===== config.mk =====
export PLATFORM = sky130hd
export DESIGN_NAME = lpn_scale
export DESIGN_NICKNAME = d
export VERILOG_FILES = /design/src/design/lpn_pkg.sv /design/src/design/lpn_scale.sv
export SDC_FILE = /design/constraint.sdc
export NUM_CORES = 1
export LEC_CHECK = 0
export BUFFER_PORTS_ARGS = -buffer_cell sky130_fd_sc_hd__buf_2
export CORE_MARGIN = 4
export CORE_UTILIZATION = 60
export CTS_CLUSTER_DIAMETER = 80
export DETAILED_ROUTE_END_ITERATION = 7
export PLACE_DENSITY_LB_ADDON = 0.25
export SLEW_MARGIN = 40
export SYNTH_ARGS = -nofsm -noshare
export SYNTH_HDL_FRONTEND = slang
export SYNTH_SLANG_ARGS = --single-unit

===== constraint.sdc =====
create_clock -name i_clk -period 7.34 [get_ports i_clk]
set_clock_uncertainty 0.2 [all_clocks]
set_input_delay 0.367 -clock i_clk [delete_from_list [all_inputs] [get_ports i_clk]]
set_output_delay 0.367 -clock i_clk [all_outputs]
set_load 0.1 [all_outputs]

===== src/design/lpn_pkg.sv =====
`default_nettype none

package lpn_pkg;

    // field widths
    localparam int IDX_W   = 5;
    localparam int PWR_W   = 32;
    localparam int DB_W    = 16;
    localparam int NORM_W  = 16;
    localparam int ALPHA_W = 17;
    localparam int MEAN_W  = 32;

    // per-feature store
    localparam int FEATURE_COUNT = 32;

    // output queue
    localparam int FIFO_DEPTH = 16;
    localparam int PTR_W      = $clog2(FIFO_DEPTH);
    localparam int CNT_W      = $clog2(FIFO_DEPTH + 1);

    // apb
    localparam int CFG_ADDR_W = 3;
    localparam logic REG_ALPHA = 1'b0;

    // arithmetic constants
    localparam logic [ALPHA_W-1:0]       ALPHA_ONE  = 17'h10000;
    localparam logic signed [MEAN_W-1:0] MEAN_RESET = -32'sd3932160;
    localparam logic signed [DB_W-1:0]   ZERO_DB    = -16'sd25600;
    localparam logic signed [18:0]       DB_PER_OCT = 19'sd197283;
    localparam logic [19:0]              RECIP5     = 20'd838861;
    localparam logic [32:0]              SAT_MAG    = 33'd10485600;
    localparam logic signed [NORM_W-1:0] NORM_MAX   = 16'sd32767;
    localparam logic signed [NORM_W-1:0] NORM_MIN   = -16'sd32768;

    typedef struct packed {
        logic             valid;
        logic [IDX_W-1:0] idx;
    } t_tag;

    typedef struct packed {
        logic                   valid;
        logic [IDX_W-1:0]       idx;
        logic signed [DB_W-1:0] db;
    } t_log_res;

    typedef struct packed {
        logic                     valid;
        logic [IDX_W-1:0]         idx;
        logic signed [DB_W-1:0]   db;
        logic signed [MEAN_W-1:0] upd;
    } t_mean_res;

    typedef struct packed {
        logic [IDX_W-1:0]         idx;
        logic signed [NORM_W-1:0] norm;
        logic signed [DB_W-1:0]   db;
    } t_out_item;

    // log2(1 + i/16) in q16
    function automatic logic [16:0] lpn_log2_tab(input logic [4:0] i);
        logic [16:0] v;
        unique case (i)
            5'd0:    v = 17'd0;
            5'd1:    v = 17'd5732;
            5'd2:    v = 17'd11136;
            5'd3:    v = 17'd16248;
            5'd4:    v = 17'd21098;
            5'd5:    v = 17'd25711;
            5'd6:    v = 17'd30109;
            5'd7:    v = 17'd34312;
            5'd8:    v = 17'd38336;
            5'd9:    v = 17'd42196;
            5'd10:   v = 17'd45904;
            5'd11:   v = 17'd49472;
            5'd12:   v = 17'd52911;
            5'd13:   v = 17'd56229;
            5'd14:   v = 17'd59434;
            5'd15:   v = 17'd62534;
            5'd16:   v = 17'd65536;
            default: v = 17'd0;
        endcase
        return v;
    endfunction

endpackage

`default_nettype wire


===== src/design/lpn_scale.sv =====
`default_nettype none

module lpn_scale
    import lpn_pkg::*;
(
    input  wire logic      i_clk,
    input  wire logic      i_rst_n,
    input  wire t_mean_res i_mean,
    output logic           o_valid,
    output t_out_item      o_item
);

    logic signed [32:0] w_d;
    logic [32:0]        w_mag;
    logic [24:0]        w_x;

    // stage 9: reciprocal multiply for divide by five
    logic                   r_v9;
    logic [IDX_W-1:0]       r_idx9;
    logic signed [DB_W-1:0] r_db9;
    logic                   r_neg9;
    logic                   r_big9;
    logic [18:0]            r_y9;
    logic [38:0]            w_qp;

    // stage 10: sign and saturate
    logic                     r_v10;
    logic [IDX_W-1:0]         r_idx10;
    logic signed [DB_W-1:0]   r_db10;
    logic                     r_neg10;
    logic                     r_big10;
    logic [38:0]              r_qp10;
    logic signed [NORM_W-1:0] w_q;
    logic signed [NORM_W-1:0] w_norm;

    // divide by 320 as shift by 6 then divide by 5, halves away from zero
    assign w_d   = 33'($signed({i_mean.db, 8'h00})) - 33'(i_mean.upd);
    assign w_mag = w_d[32] ? 33'(-w_d) : 33'(w_d);
    assign w_x   = {1'b0, w_mag[23:0]} + 25'd160;

    assign w_qp = 39'(r_y9) * 39'(RECIP5);

    assign w_q = $signed(r_qp10[37:22]);

    always_ff @(posedge i_clk) begin
        if (!i_rst_n) begin
            r_v9  <= 1'b0;
            r_v10 <= 1'b0;
        end else begin
            r_v9  <= i_mean.valid;
            r_v10 <= r_v9;
        end
    end

    always_ff @(posedge i_clk) begin
        r_idx9  <= i_mean.idx;
        r_db9   <= i_mean.db;
        r_neg9  <= w_d[32];
        r_big9  <= (w_mag >= SAT_MAG);
        r_y9    <= w_x[24:6];

        r_idx10 <= r_idx9;
        r_db10  <= r_db9;
        r_neg10 <= r_neg9;
        r_big10 <= r_big9;
        r_qp10  <= w_qp;
    end

    always_comb begin
        priority if (r_big10) begin
            w_norm = r_neg10 ? NORM_MIN : NORM_MAX;
        end else if (r_neg10) begin
            w_norm = -w_q;
        end else begin
            w_norm = w_q;
        end
    end

    assign o_valid     = r_v10;
    assign o_item.idx  = r_idx10;
    assign o_item.norm = w_norm;
    assign o_item.db   = r_db10;

endmodule

`default_nettype wire


* After elaboration in Yosys (flattened, before gate mapping)
Cells that the tools add are included.
W data, S select, Z words.
** Operators by class
- Multipliers :: 1
- Add/sub/neg operators :: 4
- Muxes and demuxes :: 4
- $lt $le $gt $ge :: 1
** Operators by type and width (count)
- $mux W16 :: 3
- $mul A19 B20 Y38 const B :: 1
- $ge A33 B24 Y1 const B :: 1
- $mux W33 :: 1
- $neg A33 Y33 :: 1
- $sub A24 B32 Y33 :: 1
- $add A24 B8 Y25 const B :: 1
- $neg A16 Y16 :: 1
** Word-level totals
- Input bits :: 56
- Bits in registers :: 105
- Logic and storage cells :: 22

* Depth between registers and ports, before layout
- Word-level depth :: 4
- Mapped depth :: 25
- Depth with buffers taken out :: 25

* Worst setup path before layout
No wires, ideal clock.
- Kind :: flip-flop to flip-flop
- From :: register r_y9[8]
- To :: register r_qp10[31]
- Data arrival time :: 5.786 ns
- Clock period less this slack :: 6.124 ns
- Slack :: 1.216 ns
- Path buffers :: 0
- Library setup time :: 0.138 ns
- Cell stages (with the launch flop) :: 25
- Cell sequence :: dfxtp_1 -> inv_1 -> ha_1 -> inv_1 -> fa_1 -> fa_1 -> inv_1 -> fa_1 -> inv_1 -> fa_1 -> inv_1 -> fa_1 -> inv_1 -> ha_1 -> a21o_1 -> a21o_1 -> a21o_1 -> a21o_1 -> a21o_1 -> a21o_1 -> o21ai_0 -> a21boi_0 -> or2_2 -> a31oi_1 -> o221ai_1
** On the way
- Cells in the longest elaborated chain, start to end :: 1
** Ends and longest elaborated chain
- start: declaration :: line lpn_scale.sv:23 : logic [18:0] r_y9;
- start signal: assignment :: line lpn_scale.sv:60 : r_y9 <= w_x[24:6];
- $mul A19 B20 Y38 :: line lpn_scale.sv:41 : assign w_qp = 39'(r_y9) * 39'(RECIP5);
- named net w_qp[31] :: line lpn_scale.sv:24 : logic [38:0] w_qp;
- end signal: assignment :: line lpn_scale.sv:66 : r_qp10 <= w_qp;
- end: declaration :: line lpn_scale.sv:32 : logic [38:0] r_qp10;
The timed path passes the listed nets, and every way through them passes these cells.
A chain may end at the register's enable or synchronous reset.

* Final worst setup path
Ends and elaborated chain as after synthesis.

==> out/metrics.cfg <==
[critical_path]
worstSetupPathType=reg2reg
critPathBufInv=6
slowest_delay_ns=0.55
endpoint=r_qp10[31]$_DFF_P_
cp-start-kind=flip-flop
crit_chain=inv_1 -> ha_1 -> inv_1 -> fa_1 -> fa_1 -> inv_1 -> fa_1 -> inv_1 -> fa_1 -> inv_1 -> fa_1 -> inv_1 -> ha_1 -> a21o_1 -> a21o_1 -> a21o_1 -> a21o_1 -> a21o_1 -> a21o_1 -> o21ai_0 -> a21boi_0 -> or2_2 -> a31oi_1 -> o221ai_1
cp.required_ns=7.36
cp_slowest_cell=fa_1
rr_worst_depth=24
cp_top_family=adder cells
worstPathArrival_ns=6.56
reg2reg_slack_ns=0.79
regToRegEndpoint=r_qp10[31]$_DFF_P_
crit_fanout=4
setup.worst_path.end_class=flip-flop
regToRegStartpoint=r_y9[8]$_DFF_P_
worstSetupStartpoint=r_y9[8]$_DFF_P_
critical_path_cell_count=24

[synthesis]
async_reset_ff_share_pct=0
avgSynthCellArea_um2=8.70
ys_types=93
syn_nets=1558
yosysTopAreaCell=ha_1
synth_top_cell_area_share_pct=18.8
synthTopCellsByArea=ha_1 19%, fa_1 18%, dfxtp_1 15%
synth_common_cells=243 x inv_1, 162 x ha_1, 98 x fa_1
yosysWarnings=0
syn-cell-area_um2=10800
synth-edff-count=0
syn_inst=1242
synth_ff_type=dfxtp_1
ys_seq_area_share_pct=15.4
ys_ff_latch=83
synth.most_common_cell=inv_1

[clocking]
cts_buffers=9
clk_pin_slew_worst_paths_ns=0.07
clock_latency_ns=0.35
clock-sinks=83
cts_root_buf=clkbuf_16
cts_resized=0
cts_tree=built
cts_max_path_buffers=2
htreeDepth=3

[floorplanning]
fp.coreArea_um2=17500
die_x_um=142
rows=48
dieHeight_um=142
initial_utilization_pct=61.8
die_area_um2=20200
num_io_pins=94

[grt]
grt_max_degree=32
grt-ovfl-total=0
grt_antenna_before_repair=0
track_usage_pct=24.1
grt_pass1_wl_mm=40.2
grt_pass1_vias=8707

[timing]
setup_viol=0
setup_ws_ns=0.795
hold_violations=0
fin_crit_sh_pct=89.2
min_period_ns=6.55
slew_headroom_pct=38.1
tightest_slew_ns=0.905
rsz0062_at_grt=no
finalMaxSlewViolations=0
max_freq_mhz=153
setup_tns_ns=0

[finish]
drive_gt1_share_pct=11.3
layout.nets=1653
diodes=0
areaGrowthSynthToFinish_pct=10.7

[flow_run]
cap_violations=0

[detailed_routing]
drtPass1Iterations=6
routed_wl_mm=23.5
viasPerCell=5.62
detail_route.iter0.violations=543
num_vias=8803
wl_per_cell_um=15.0
ant_nets=0
drc_errors=0

[placement]
hpwl_mm=19.4
place_congestion=0.963
portBuffers=93
post-place-ws_ns=0.882

[status]
status=complete, no violations

[min_path]
hold_class=in2reg

-- worst min-delay path by stage --
stage	from	endpoint	slack, ns	cells past startpoint
2_1_floorplan	r_big9$_DFF_P_	r_big10$_DFF_P_	0.11	0
3_3_place_gp	r_idx9[1]$_DFF_P_	r_idx10[1]$_DFF_P_	0.11	0
3_5_place_dp	r_db9[11]$_DFF_P_	r_db10[11]$_DFF_P_	0.11	0
4_1_cts	i_mean[53]	r_v9$_SDFF_PN0_	0.02	2
5_1_grt	i_rst_n	o_valid$_SDFF_PN0_	0.03	2
6_report	i_mean[53]	r_v9$_SDFF_PN0_	0.02	2
-- stage by stage --
step / hold slack [ns] / area, um2 / util [%] / instances
final: 0.0234 / 12000 / 68.4 / 1567
after global routing: 0.0305 / 12000 / 68.4 / 1567
after CTS: 0.0244 / 12000 / 68.4 / 1567
after detailed placement: 0.114 / 11400 / 65.4 / 1531
after global placement: 0.109 / 11400 / 65.4 / 1531
after floorplan: 0.110 / 10800 / - / 1242
-- cells by family (layout without fill, tap and decap cells) --
| kind of cell | count (synthesis) | in the layout | share of synthesized area, % |
|---|---|---|---|
| compound gates | 249 | 249 | 16.2 |
| xor+xnor | 73 | 73 | 5.99 |
| flops | 83 | 83 | 15.4 |
| simple gates | 300 | 300 | 15.6 |
| buf+inv | 274 | 374 | 9.71 |
| fa+ha+maj | 260 | 260 | 36.9 |
| mux | 3 | 3 | 0.289 |
-- cell usage in the layout (no fill, tap or decap), types with 6 or more instances in the layout --
cell,n
nand2b_1,7
and2_1,11
or4_1,6
o21a_1,7
inv_1,243
dlygate4sd3_1,20
a21o_1,26
o21ai_0,40
ha_1,162
xor2_1,23
o211ai_1,12
nor2b_1,6
buf_2,93
or2_2,7
xnor2_1,49
fa_1,98
o22ai_1,8
o21ai_1,7
nand4_1,13
a21oi_1,55
nand2_1,60
a211oi_1,11
dfxtp_1,83
or3_1,14
o22a_1,6
a31oi_1,19
nor2_1,67
clkbuf_16,9
nand3_1,20
and4_1,6
nor3_1,37
nor4_1,6
-- flip-flops by register name, summed over array words and instances, names as in the netlist --
| register | cells |
|---|---|
| r_v9 | 1 |
| r_db9 | 16 |
| r_y9 | 19 |
| r_big10 | 1 |
| r_neg9 | 1 |
| r_db10 | 16 |
| r_idx9 | 5 |
| r_qp10 | 16 |
| o_valid | 1 |
| r_big9 | 1 |
| r_idx10 | 5 |
| r_neg10 | 1 |
-- cell type report --
cell class                      instances  area (um2)
Sequential cell                        83        1660
Clock buffer                            9         225
Fill cell                            1441        5520
Tap cell                              225         282
Multi-Input combinational cell        885        8100
Clock inverter                          7        98.8
Inverter                              243         912
Timing Repair Buffer                  115         681
-- what timing repair did --
action	CTS	global route
setup buffers	0	0
hold endpoints to repair	20	0
hold buffers	20	0
-- routing by layer --
metal / track usage (%) / vias up / wire length [um]
li1: - / 4430 / -
met1: 31.1 / 4164 / 10600
met2: 42.5 / 187 / 11600
met3: 4.23 / 22 / 1030
met4: 4.95 / 0 / 303
met5: 0 / - / 0
Power is not shown: default switching activity piles up to over one toggle a cycle in this logic, so the estimate is an artifact.
