## src/design/lpn_pkg.sv

```systemverilog
`default_nettype none

package lpn_pkg;

    // field widths
    localparam int IDX_W   = 5;
    localparam int PWR_W   = 32;
    localparam int DB_W    = 16;
    localparam int NORM_W  = 16;
    localparam int ALPHA_W = 17;
    localparam int MEAN_W  = 32;

    // per-feature store
    localparam int FEATURE_COUNT = 32;

    // output queue
    localparam int FIFO_DEPTH = 16;
    localparam int PTR_W      = $clog2(FIFO_DEPTH);
    localparam int CNT_W      = $clog2(FIFO_DEPTH + 1);

    // apb
    localparam int CFG_ADDR_W = 3;
    localparam logic REG_ALPHA = 1'b0;

    // arithmetic constants
    localparam logic [ALPHA_W-1:0]       ALPHA_ONE  = 17'h10000;
    localparam logic signed [MEAN_W-1:0] MEAN_RESET = -32'sd3932160;
    localparam logic signed [DB_W-1:0]   ZERO_DB    = -16'sd25600;
    localparam logic signed [18:0]       DB_PER_OCT = 19'sd197283;
    localparam logic [19:0]              RECIP5     = 20'd838861;
    localparam logic [32:0]              SAT_MAG    = 33'd10485600;
    localparam logic signed [NORM_W-1:0] NORM_MAX   = 16'sd32767;
    localparam logic signed [NORM_W-1:0] NORM_MIN   = -16'sd32768;

    typedef struct packed {
        logic             valid;
        logic [IDX_W-1:0] idx;
    } t_tag;

    typedef struct packed {
        logic                   valid;
        logic [IDX_W-1:0]       idx;
        logic signed [DB_W-1:0] db;
    } t_log_res;

    typedef struct packed {
        logic                     valid;
        logic [IDX_W-1:0]         idx;
        logic signed [DB_W-1:0]   db;
        logic signed [MEAN_W-1:0] upd;
    } t_mean_res;

    typedef struct packed {
        logic [IDX_W-1:0]         idx;
        logic signed [NORM_W-1:0] norm;
        logic signed [DB_W-1:0]   db;
    } t_out_item;

    // log2(1 + i/16) in q16
    function automatic logic [16:0] lpn_log2_tab(input logic [4:0] i);
        logic [16:0] v;
        unique case (i)
            5'd0:    v = 17'd0;
            5'd1:    v = 17'd5732;
            5'd2:    v = 17'd11136;
            5'd3:    v = 17'd16248;
            5'd4:    v = 17'd21098;
            5'd5:    v = 17'd25711;
            5'd6:    v = 17'd30109;
            5'd7:    v = 17'd34312;
            5'd8:    v = 17'd38336;
            5'd9:    v = 17'd42196;
            5'd10:   v = 17'd45904;
            5'd11:   v = 17'd49472;
            5'd12:   v = 17'd52911;
            5'd13:   v = 17'd56229;
            5'd14:   v = 17'd59434;
            5'd15:   v = 17'd62534;
            5'd16:   v = 17'd65536;
            default: v = 17'd0;
        endcase
        return v;
    endfunction

endpackage

`default_nettype wire

```

## src/design/lpn_ram.sv

```systemverilog
`default_nettype none

module lpn_ram #(
    parameter int WIDTH = 32,
    parameter int DEPTH = 32,
    localparam int AW = (DEPTH > 1) ? $clog2(DEPTH) : 1
) (
    input  wire logic             i_clk,
    input  wire logic             i_we,
    input  wire logic [AW-1:0]    i_waddr,
    input  wire logic [WIDTH-1:0] i_wdata,
    input  wire logic [AW-1:0]    i_raddr,
    output logic      [WIDTH-1:0] o_rdata
);

    logic [WIDTH-1:0] r_mem [DEPTH];
    logic [WIDTH-1:0] r_rdata;

    // read returns old data on a same-address write
    always_ff @(posedge i_clk) begin
        if (i_we) begin
            r_mem[i_waddr] <= i_wdata;
        end
        r_rdata <= r_mem[i_raddr];
    end

    assign o_rdata = r_rdata;

endmodule

`default_nettype wire

```

## src/design/lpn_mean.sv

```systemverilog
`default_nettype none

module lpn_mean
    import lpn_pkg::*;
(
    input  wire logic               i_clk,
    input  wire logic               i_rst_n,
    input  wire logic [ALPHA_W-1:0] i_alpha,
    input  wire t_log_res           i_log,
    output t_mean_res               o_res
);

    logic [FEATURE_COUNT-1:0] r_vld;
    logic [MEAN_W-1:0]        w_rdata;

    // stage 6: mean select and products
    logic                     r_v6;
    logic [IDX_W-1:0]         r_idx6;
    logic signed [DB_W-1:0]   r_db6;
    logic                     r_rvld6;
    logic signed [MEAN_W-1:0] w_mean;
    logic [ALPHA_W-1:0]       w_keep;
    logic [ALPHA_W-1:0]       w_gain;
    logic signed [23:0]       w_lv;
    logic signed [41:0]       w_pl;
    logic signed [49:0]       w_pm;

    // stage 7: sum and round
    logic                     r_v7;
    logic [IDX_W-1:0]         r_idx7;
    logic signed [DB_W-1:0]   r_db7;
    logic signed [41:0]       r_pl7;
    logic signed [49:0]       r_pm7;
    logic signed [49:0]       w_sum;

    // stage 8: write back; stage 9 kept for forwarding
    logic                     r_v8;
    logic [IDX_W-1:0]         r_idx8;
    logic signed [DB_W-1:0]   r_db8;
    logic signed [MEAN_W-1:0] r_upd8;
    logic                     r_v9;
    logic [IDX_W-1:0]         r_idx9;
    logic signed [MEAN_W-1:0] r_upd9;

    lpn_ram #(
        .WIDTH (MEAN_W),
        .DEPTH (FEATURE_COUNT)
    ) u_store (
        .i_clk   (i_clk),
        .i_we    (r_v8),
        .i_waddr (r_idx8),
        .i_wdata (r_upd8),
        .i_raddr (i_log.idx),
        .o_rdata (w_rdata)
    );

    // newest in-flight update wins, then the store, then the reset value
    always_comb begin
        priority if (r_v8 && (r_idx8 == r_idx6)) begin
            w_mean = r_upd8;
        end else if (r_v9 && (r_idx9 == r_idx6)) begin
            w_mean = r_upd9;
        end else if (r_rvld6) begin
            w_mean = $signed(w_rdata);
        end else begin
            w_mean = MEAN_RESET;
        end
    end

    assign w_keep = i_alpha[ALPHA_W-1] ? ALPHA_ONE : i_alpha;
    assign w_gain = ALPHA_ONE - w_keep;
    assign w_lv   = {r_db6, 8'h00};
    assign w_pl   = 42'(w_lv) * 42'($signed({1'b0, w_gain}));
    assign w_pm   = 50'(w_mean) * 50'($signed({1'b0, w_keep}));

    assign w_sum = r_pm7 + 50'(r_pl7) + 50'sd32768;

    always_ff @(posedge i_clk) begin
        if (!i_rst_n) begin
            r_vld <= '0;
            r_v6  <= 1'b0;
            r_v7  <= 1'b0;
            r_v8  <= 1'b0;
            r_v9  <= 1'b0;
        end else begin
            if (r_v8) begin
                r_vld[r_idx8] <= 1'b1;
            end
            r_v6 <= i_log.valid;
            r_v7 <= r_v6;
            r_v8 <= r_v7;
            r_v9 <= r_v8;
        end
    end

    always_ff @(posedge i_clk) begin
        r_idx6  <= i_log.idx;
        r_db6   <= i_log.db;
        r_rvld6 <= r_vld[i_log.idx];

        r_idx7  <= r_idx6;
        r_db7   <= r_db6;
        r_pl7   <= w_pl;
        r_pm7   <= w_pm;

        r_idx8  <= r_idx7;
        r_db8   <= r_db7;
        r_upd8  <= w_sum[47:16];

        r_idx9  <= r_idx8;
        r_upd9  <= r_upd8;
    end

    assign o_res.valid = r_v8;
    assign o_res.idx   = r_idx8;
    assign o_res.db    = r_db8;
    assign o_res.upd   = r_upd8;

endmodule

`default_nettype wire

```

## config.mk

```make
export PLATFORM = sky130hd
export DESIGN_NAME = lpn_mean
export DESIGN_NICKNAME = d
export VERILOG_FILES = /design/src/design/lpn_pkg.sv /design/src/design/lpn_ram.sv /design/src/design/lpn_mean.sv
export SDC_FILE = /design/constraint.sdc
export NUM_CORES = 2
export LEC_CHECK = 0
export BUFFER_PORTS_ARGS = -buffer_cell sky130_fd_sc_hd__buf_4
export CAP_MARGIN = 0
export CELL_PAD_IN_SITES_DETAIL_PLACEMENT = 0
export CELL_PAD_IN_SITES_GLOBAL_PLACEMENT = 2
export CORE_ASPECT_RATIO = 1.75
export CORE_MARGIN = 2
export CORE_UTILIZATION = 45
export DETAILED_ROUTE_END_ITERATION = 10
export PLACE_DENSITY_LB_ADDON = 0.15
export SLEW_MARGIN = 5
export SYNTH_ARGS = -nofsm -noshare
export SYNTH_HDL_FRONTEND = slang
export SYNTH_HIERARCHICAL = 1
export SYNTH_SLANG_ARGS = --single-unit
export TNS_END_PERCENT = 20
```

## constraint.sdc

```tcl
create_clock -name i_clk -period 10.7 [get_ports i_clk]
set_clock_uncertainty 0.05 [all_clocks]
set_input_delay 0 -clock i_clk [delete_from_list [all_inputs] [get_ports i_clk]]
set_output_delay 0 -clock i_clk [all_outputs]
set_load 0.005 [all_outputs]
```

* Word level (Yosys, flattened, before mapping)
Memory sizes are Yosys's and may differ from the RTL's. A register that Yosys moved wholly into a read port is not among the register bits. Index checks and enable logic that the tools add are counted.
Storage, ports and cells: register bits 251, output and inout bits 54, memories kept 1, bits in writable memories 1024, logic and storage cells 42, input bits 41
Memory list:
- u_store.r_mem | depth 32, width 32, rd ports 1, clocked after Yosys merged registers in 1, write ports 1, line lpn_ram.sv:16 | logic [WIDTH-1:0] r_mem [DEPTH];
Operators by class: $mul 2, equal/unequal tests 2, reductions and logical operators 3, bitwise logic cells 1, add/subtract/negate cells 3, $lt $le $gt $ge 3, mux-type cells 10
Operator list (count):
- 32-bit 2-to-1 mux | 3
- 48-bit by 17-bit adder with 48-bit output (second input constant) | 1
- 48-bit by 42-bit adder with 48-bit output | 1
- 32-bit by 18-bit multiplier with 48-bit output | 1
- 16-bit by 18-bit multiplier with 34-bit output | 1
- 32-bit OR | 1
- 17-bit 2-to-1 mux | 1
- 17-bit subtractor (first input constant) | 1
- 5-bit by 6-bit less-than comparator with 1-bit output (second input constant) | 2
- 5-bit == test | 2
- 1-bit binary-select mux with 5-bit select | 1
- 1-bit demux with 5-bit select | 1
- 5-bit by 1-bit >= comparator with 1-bit output (second input constant) | 1
- 1-bit 2-to-1 mux | 4
- 1-bit logical AND | 3

* Depth between registers and ports, before layout
word-level depth 5, mapped depth 34, depth with buffers taken out 31

* Hierarchy
The synthesis kept the hierarchy.
Modules (own cells, without submodules):
- lpn_ram | instances 1, seq. area each 31390.1 um^2, area each 40485.1 um^2, cells each 2260
- lpn_mean | instances 1, seq. area each 4864.7 um^2, area each 36439.9 um^2, cells each 4027

* Least setup slack after synthesis
Ideal clock, no wire load.
kind register to register, start point register r_idx8[2], end point register r_pm7[39], clock period less this slack 7.745 ns, buffers on the path 4, setup slack 2.955 ns, required time 10.555 ns, arrival time 7.599 ns, stages on the path, launching flop included 30, setup time 0.095 ns, cell sequence dfxtp_1 clkbuf_1 xor2_1 nor4_1 and3_1 buf_2 buf_2 buf_2 mux2i_1 nor2_1 fa_1 inv_1 fa_1 fa_1 inv_1 fa_1 fa_1 inv_1 fa_1 inv_1 ha_1 a21o_1 a21o_1 a21o_1 a21o_1 a221o_1 o21bai_1 a21boi_1 or4_1 o311ai_1
On the way: word-level cells in the longest chain between the ends 4
RTL lines:
- start, declared | line lpn_mean.sv:38 | logic [IDX_W-1:0] r_idx8;
- start signal, assigned | line lpn_mean.sv:106 | r_idx8 <= r_idx7;
- 5-bit == test | line lpn_mean.sv:59 | priority if (r_v8 && (r_idx8 == r_idx6)) begin
- 1-bit logical AND | line lpn_mean.sv:59
- 32-bit 2-to-1 mux | line lpn_mean.sv:59
- 32-bit by 18-bit multiplier with 48-bit output | line lpn_mean.sv:74 | assign w_pm = 50'(w_mean) * 50'($signed({1'b0, w_keep}));
- via w_pm[39] | line lpn_mean.sv:26 | logic signed [49:0] w_pm;
- end signal, assigned | line lpn_mean.sv:104 | r_pm7 <= w_pm;
- end, declared | line lpn_mean.sv:33 | logic signed [49:0] r_pm7;
The timed path passes the listed nets, and every way through them passes these cells. A chain may end at the register's enable or synchronous reset.

* Final worst setup path
start point register r_idx8[2], end point register r_pm7[45]
The elaborated chain is that of the path after synthesis.

==> metrics.md <==
| Metric | Value |
|---|---|
| Clk_lat worst skew | 0.78 ns |
| Max_cap viols | 0 |
| Num rows | 200 |
| Critical Path RT | 11.33 ns |
| CP startpoint kind | register |
| Max_slew headroom | 0.125 |
| GR Overflow Total | 0 |
| Arrival @ worst endpoint | ~9.8 ns |
| Crit end category | register |
| Min cycle time layout | 9.21 ns |
| Overall die height | 551 µm |
| Critical Path Start | r_idx8[2] |
| Synth Instances | 6,287 |
| Count of input and output buffers | 94 |
| Worst path most repeated cell | fa_1 |
| Register area share after synthesis | 0.471 |
| TritonCTS clock tree | built |
| Layout net count | around 7,500 |
| Final Cycle Share | 0.861 |
| Initial antenna violation count | 9 |
| Fill cells | approximately 15,000 |
| Worst setup path endpoint | r_pm7[45] |
| Total GRT Usage | 0.276 |
| CTS sink count | ~1,300 |
| GP Congestion | just under 0.9 |
| Power Total | 24.9 mW |
| Most frequent cell after synthesis | edfxtp_1 |
| R2R Setup Slk | around 1.5 ns |
| Final setup TNS | 0 ns |
| Final max-slew violation count | 0 |
| EDFF count, synth | slightly above 1,000 |
| Share of cells above drive strength 1 | 0.0834 |
| Final hold vios | 0 |
| Vias in the first global route | 51,416 |
| Die area | between 0.15 and 0.2 mm² |
| DR iter-0 viols | 2,860 |
| Async S/R FF share, synth | 0 |
| CTS root buf | clkbuf_16 |
| CP max stage delay | about 0.83 ns |
| Starting density of the core | 0.453 |
| Area leader, netlist | edfxtp_1 |
| Vias per cell | 5.49 |
| Pre-Repair DR Iteration Count | 5 |
| Cts repair resizes | 0 |
| Slowest CP cell | a21oi_1 |
| Fmax | roughly 110 MHz |
| Reg-to-Reg End | r_pm7[45] |
| Largest fanout on the critical path | 32 |
| Deepest clock path buffer count | 3 |
| Syn avg cell area | around 12 µm² |
| Ys Warns | 6 |
| Status | completed |
| RSZ-0062 raised after global routing | false |
| Yosys reg bits | about 1,300 |
| Num CTS Buffers | about 120 |
| Routed WL | 237,000 µm |
| Synth top cells by count | edfxtp_1, inv_1, fa_1 |
| CP Class | register to register |
| Die X | 317 µm |
| Largest net degree at the start of global routing | roughly 130 |
| ANT nets after route | 0 |
| Via Count | just under 50,000 |
| Post-synth cell types | 74 |
| Final setup fails | 0 |
| Htree depth | 3 |
| HP Class | primary input to register |
| DRC | 0 |
| Worst r2r path cells | 26 |
| Placed Cells | ~8,500 |
| Post-Syn Area | between 0.07 and 0.08 mm² |
| I/O pins | between 90 and 100 |
| Slew of the pin with the lowest slew margin | approximately 1.3 ns |
| Layout Cells excl Fill | 8,746 |
| Core area | roughly 0.17 mm² |
| VDD IR max | 0.000463 V |
| First-pass GRT wire length | 344,000 µm |
| R2R Path Start | r_idx8[2] |
| Synthesized Nets | 7,353 |
| DP HPWL | between 150,000 and 200,000 µm |
| Clock slew at reported path FFs | roughly 0.070 ns |
| Synth-to-layout area growth | 10.6% |
| Leakage | between 30 and 40 nW |
| Top cell type's share of synthesized area | 0.400 |
| Routed wire per std cell | between 20 and 30 µm |
| Main synth FF type | edfxtp_1 |
| Pwr Density | between 200 and 300 mW/mm² |
| Synth top area cells | edfxtp_1, fa_1, dfxtp_1 |
## metrics by stage
stage	hold slack (ns)	utilization	worst slack [ns]	area [µm²]
after floorplan	-0.0223	-	2.96	76900
after global placement	0.0542	0.475	1.53	80500
after detailed placement	0.0554	0.475	1.51	80500
after CTS	0.00149	0.501	1.40	85100
after global routing	0.0372	0.501	1.12	85100
final	0.0354	0.501	1.49	85100
## cell usage in the layout (no fill, tap or decap), types with 36 or more instances in the layout
cell type,n
a31oi_1,36
edfxtp_1,1024
xor2_1,36
ha_1,310
buf_4,236
nor3_1,59
inv_1,903
mux2i_1,533
nand2b_1,64
nor2_1,363
a21o_1,47
o21ai_0,68
clkbuf_16,118
dfxtp_1,271
and2_1,142
xnor2_1,88
nand3_1,117
nand2_1,535
fa_1,715
nor2b_1,56
a22o_1,64
dlygate4sd3_1,47
a21oi_1,204
a22oi_1,96
## timing repair
action,CTS,global route
endpoints found under the hold margin,67,0
hold buffers,47,0
buffers inserted,0,0
## power by group
part | switching (mW) | leakage, nW | internal [mW]
clock | 1.96 | 1.96 | 2.43
sequential | 0.330 | 11.5 | 6.54
combinational | 8.22 | 22.0 | 5.38
## state kept, by name (all words and copies together) (netlist names)
signal / cells
r_pm7: 40
r_pl7: 34
r_idx9: 5
r_idx7: 5
r_v8: 1
r_v7: 1
r_upd9: 32
r_v9: 1
r_idx6: 5
r_vld: 32
r_upd8: 32
r_idx8: 5
u_store/o_rdata: 32
r_v6: 1
r_db7: 16
u_store/r_mem: 1024
r_rvld6: 1
r_db8: 16
r_db6: 16
## worst max-delay path: cells and delay by family (launching register included)
kind | cells | cell delay (ns)
xor+xnor | 1 | 0.14
flops | 1 | 0.66
fa+ha+maj | 7 | 3.44
simple gates | 6 | 1.70
compound gates | 7 | 2.51
buf+inv | 5 | 0.54
## layer usage
layer	up-vias	wire, µm	global-route usage	part of all wire
li1	21292	-	-	-
met1	25062	81500	0.288	0.34
met2	1146	133000	0.535	0.56
met3	500	7840	0.0270	0.033
met4	4	15000	0.147	0.063
met5	-	161	0	0.00068
## layout make-up
| type | count | area [µm²] | area share |
|---|---|---|---|
| inverter | 903 | 3390 | 0.0398 |
| tap | 2222 | 2780 | 0.0327 |
| multi-input combinational | 3808 | 36300 | 0.426 |
| antenna | 4 | 10.0 | 0.000118 |
| clock inverter | 69 | 773 | 0.00909 |
| clock buffer | 154 | 3260 | 0.0383 |
| timing repair buffer | 287 | 2320 | 0.0272 |
| sequential | 1299 | 36300 | 0.426 |
## worst min path at each step
stage,from,end,slack [ns],cells after the start
floorplan,i_log[0],r_db6[0],-0.02,0
global placement,i_log[0],r_db6[0],0.05,1
detailed placement,i_log[13],r_db6[13],0.06,1
CTS,i_log[20],r_rvld6,0.001,3
global route,i_log[20],r_rvld6,0.04,3
finish,i_log[20],r_rvld6,0.04,3
## kinds of logic (layout without fill, tap and decap cells)
family,after synthesis,in the layout,synth area share
AOI/OAI and AO/OA,624,624,0.0538
xor gates and xnor gates,125,125,0.0142
adders and majority gates,1025,1025,0.236
buffers and inverters,1180,1413,0.0614
DFF,1299,1299,0.471
muxes,568,568,0.0759
other,0,4,0
and+or+nand+nor,1466,1466,0.0869
No activity file was read; power rests on OpenSTA's default activity.
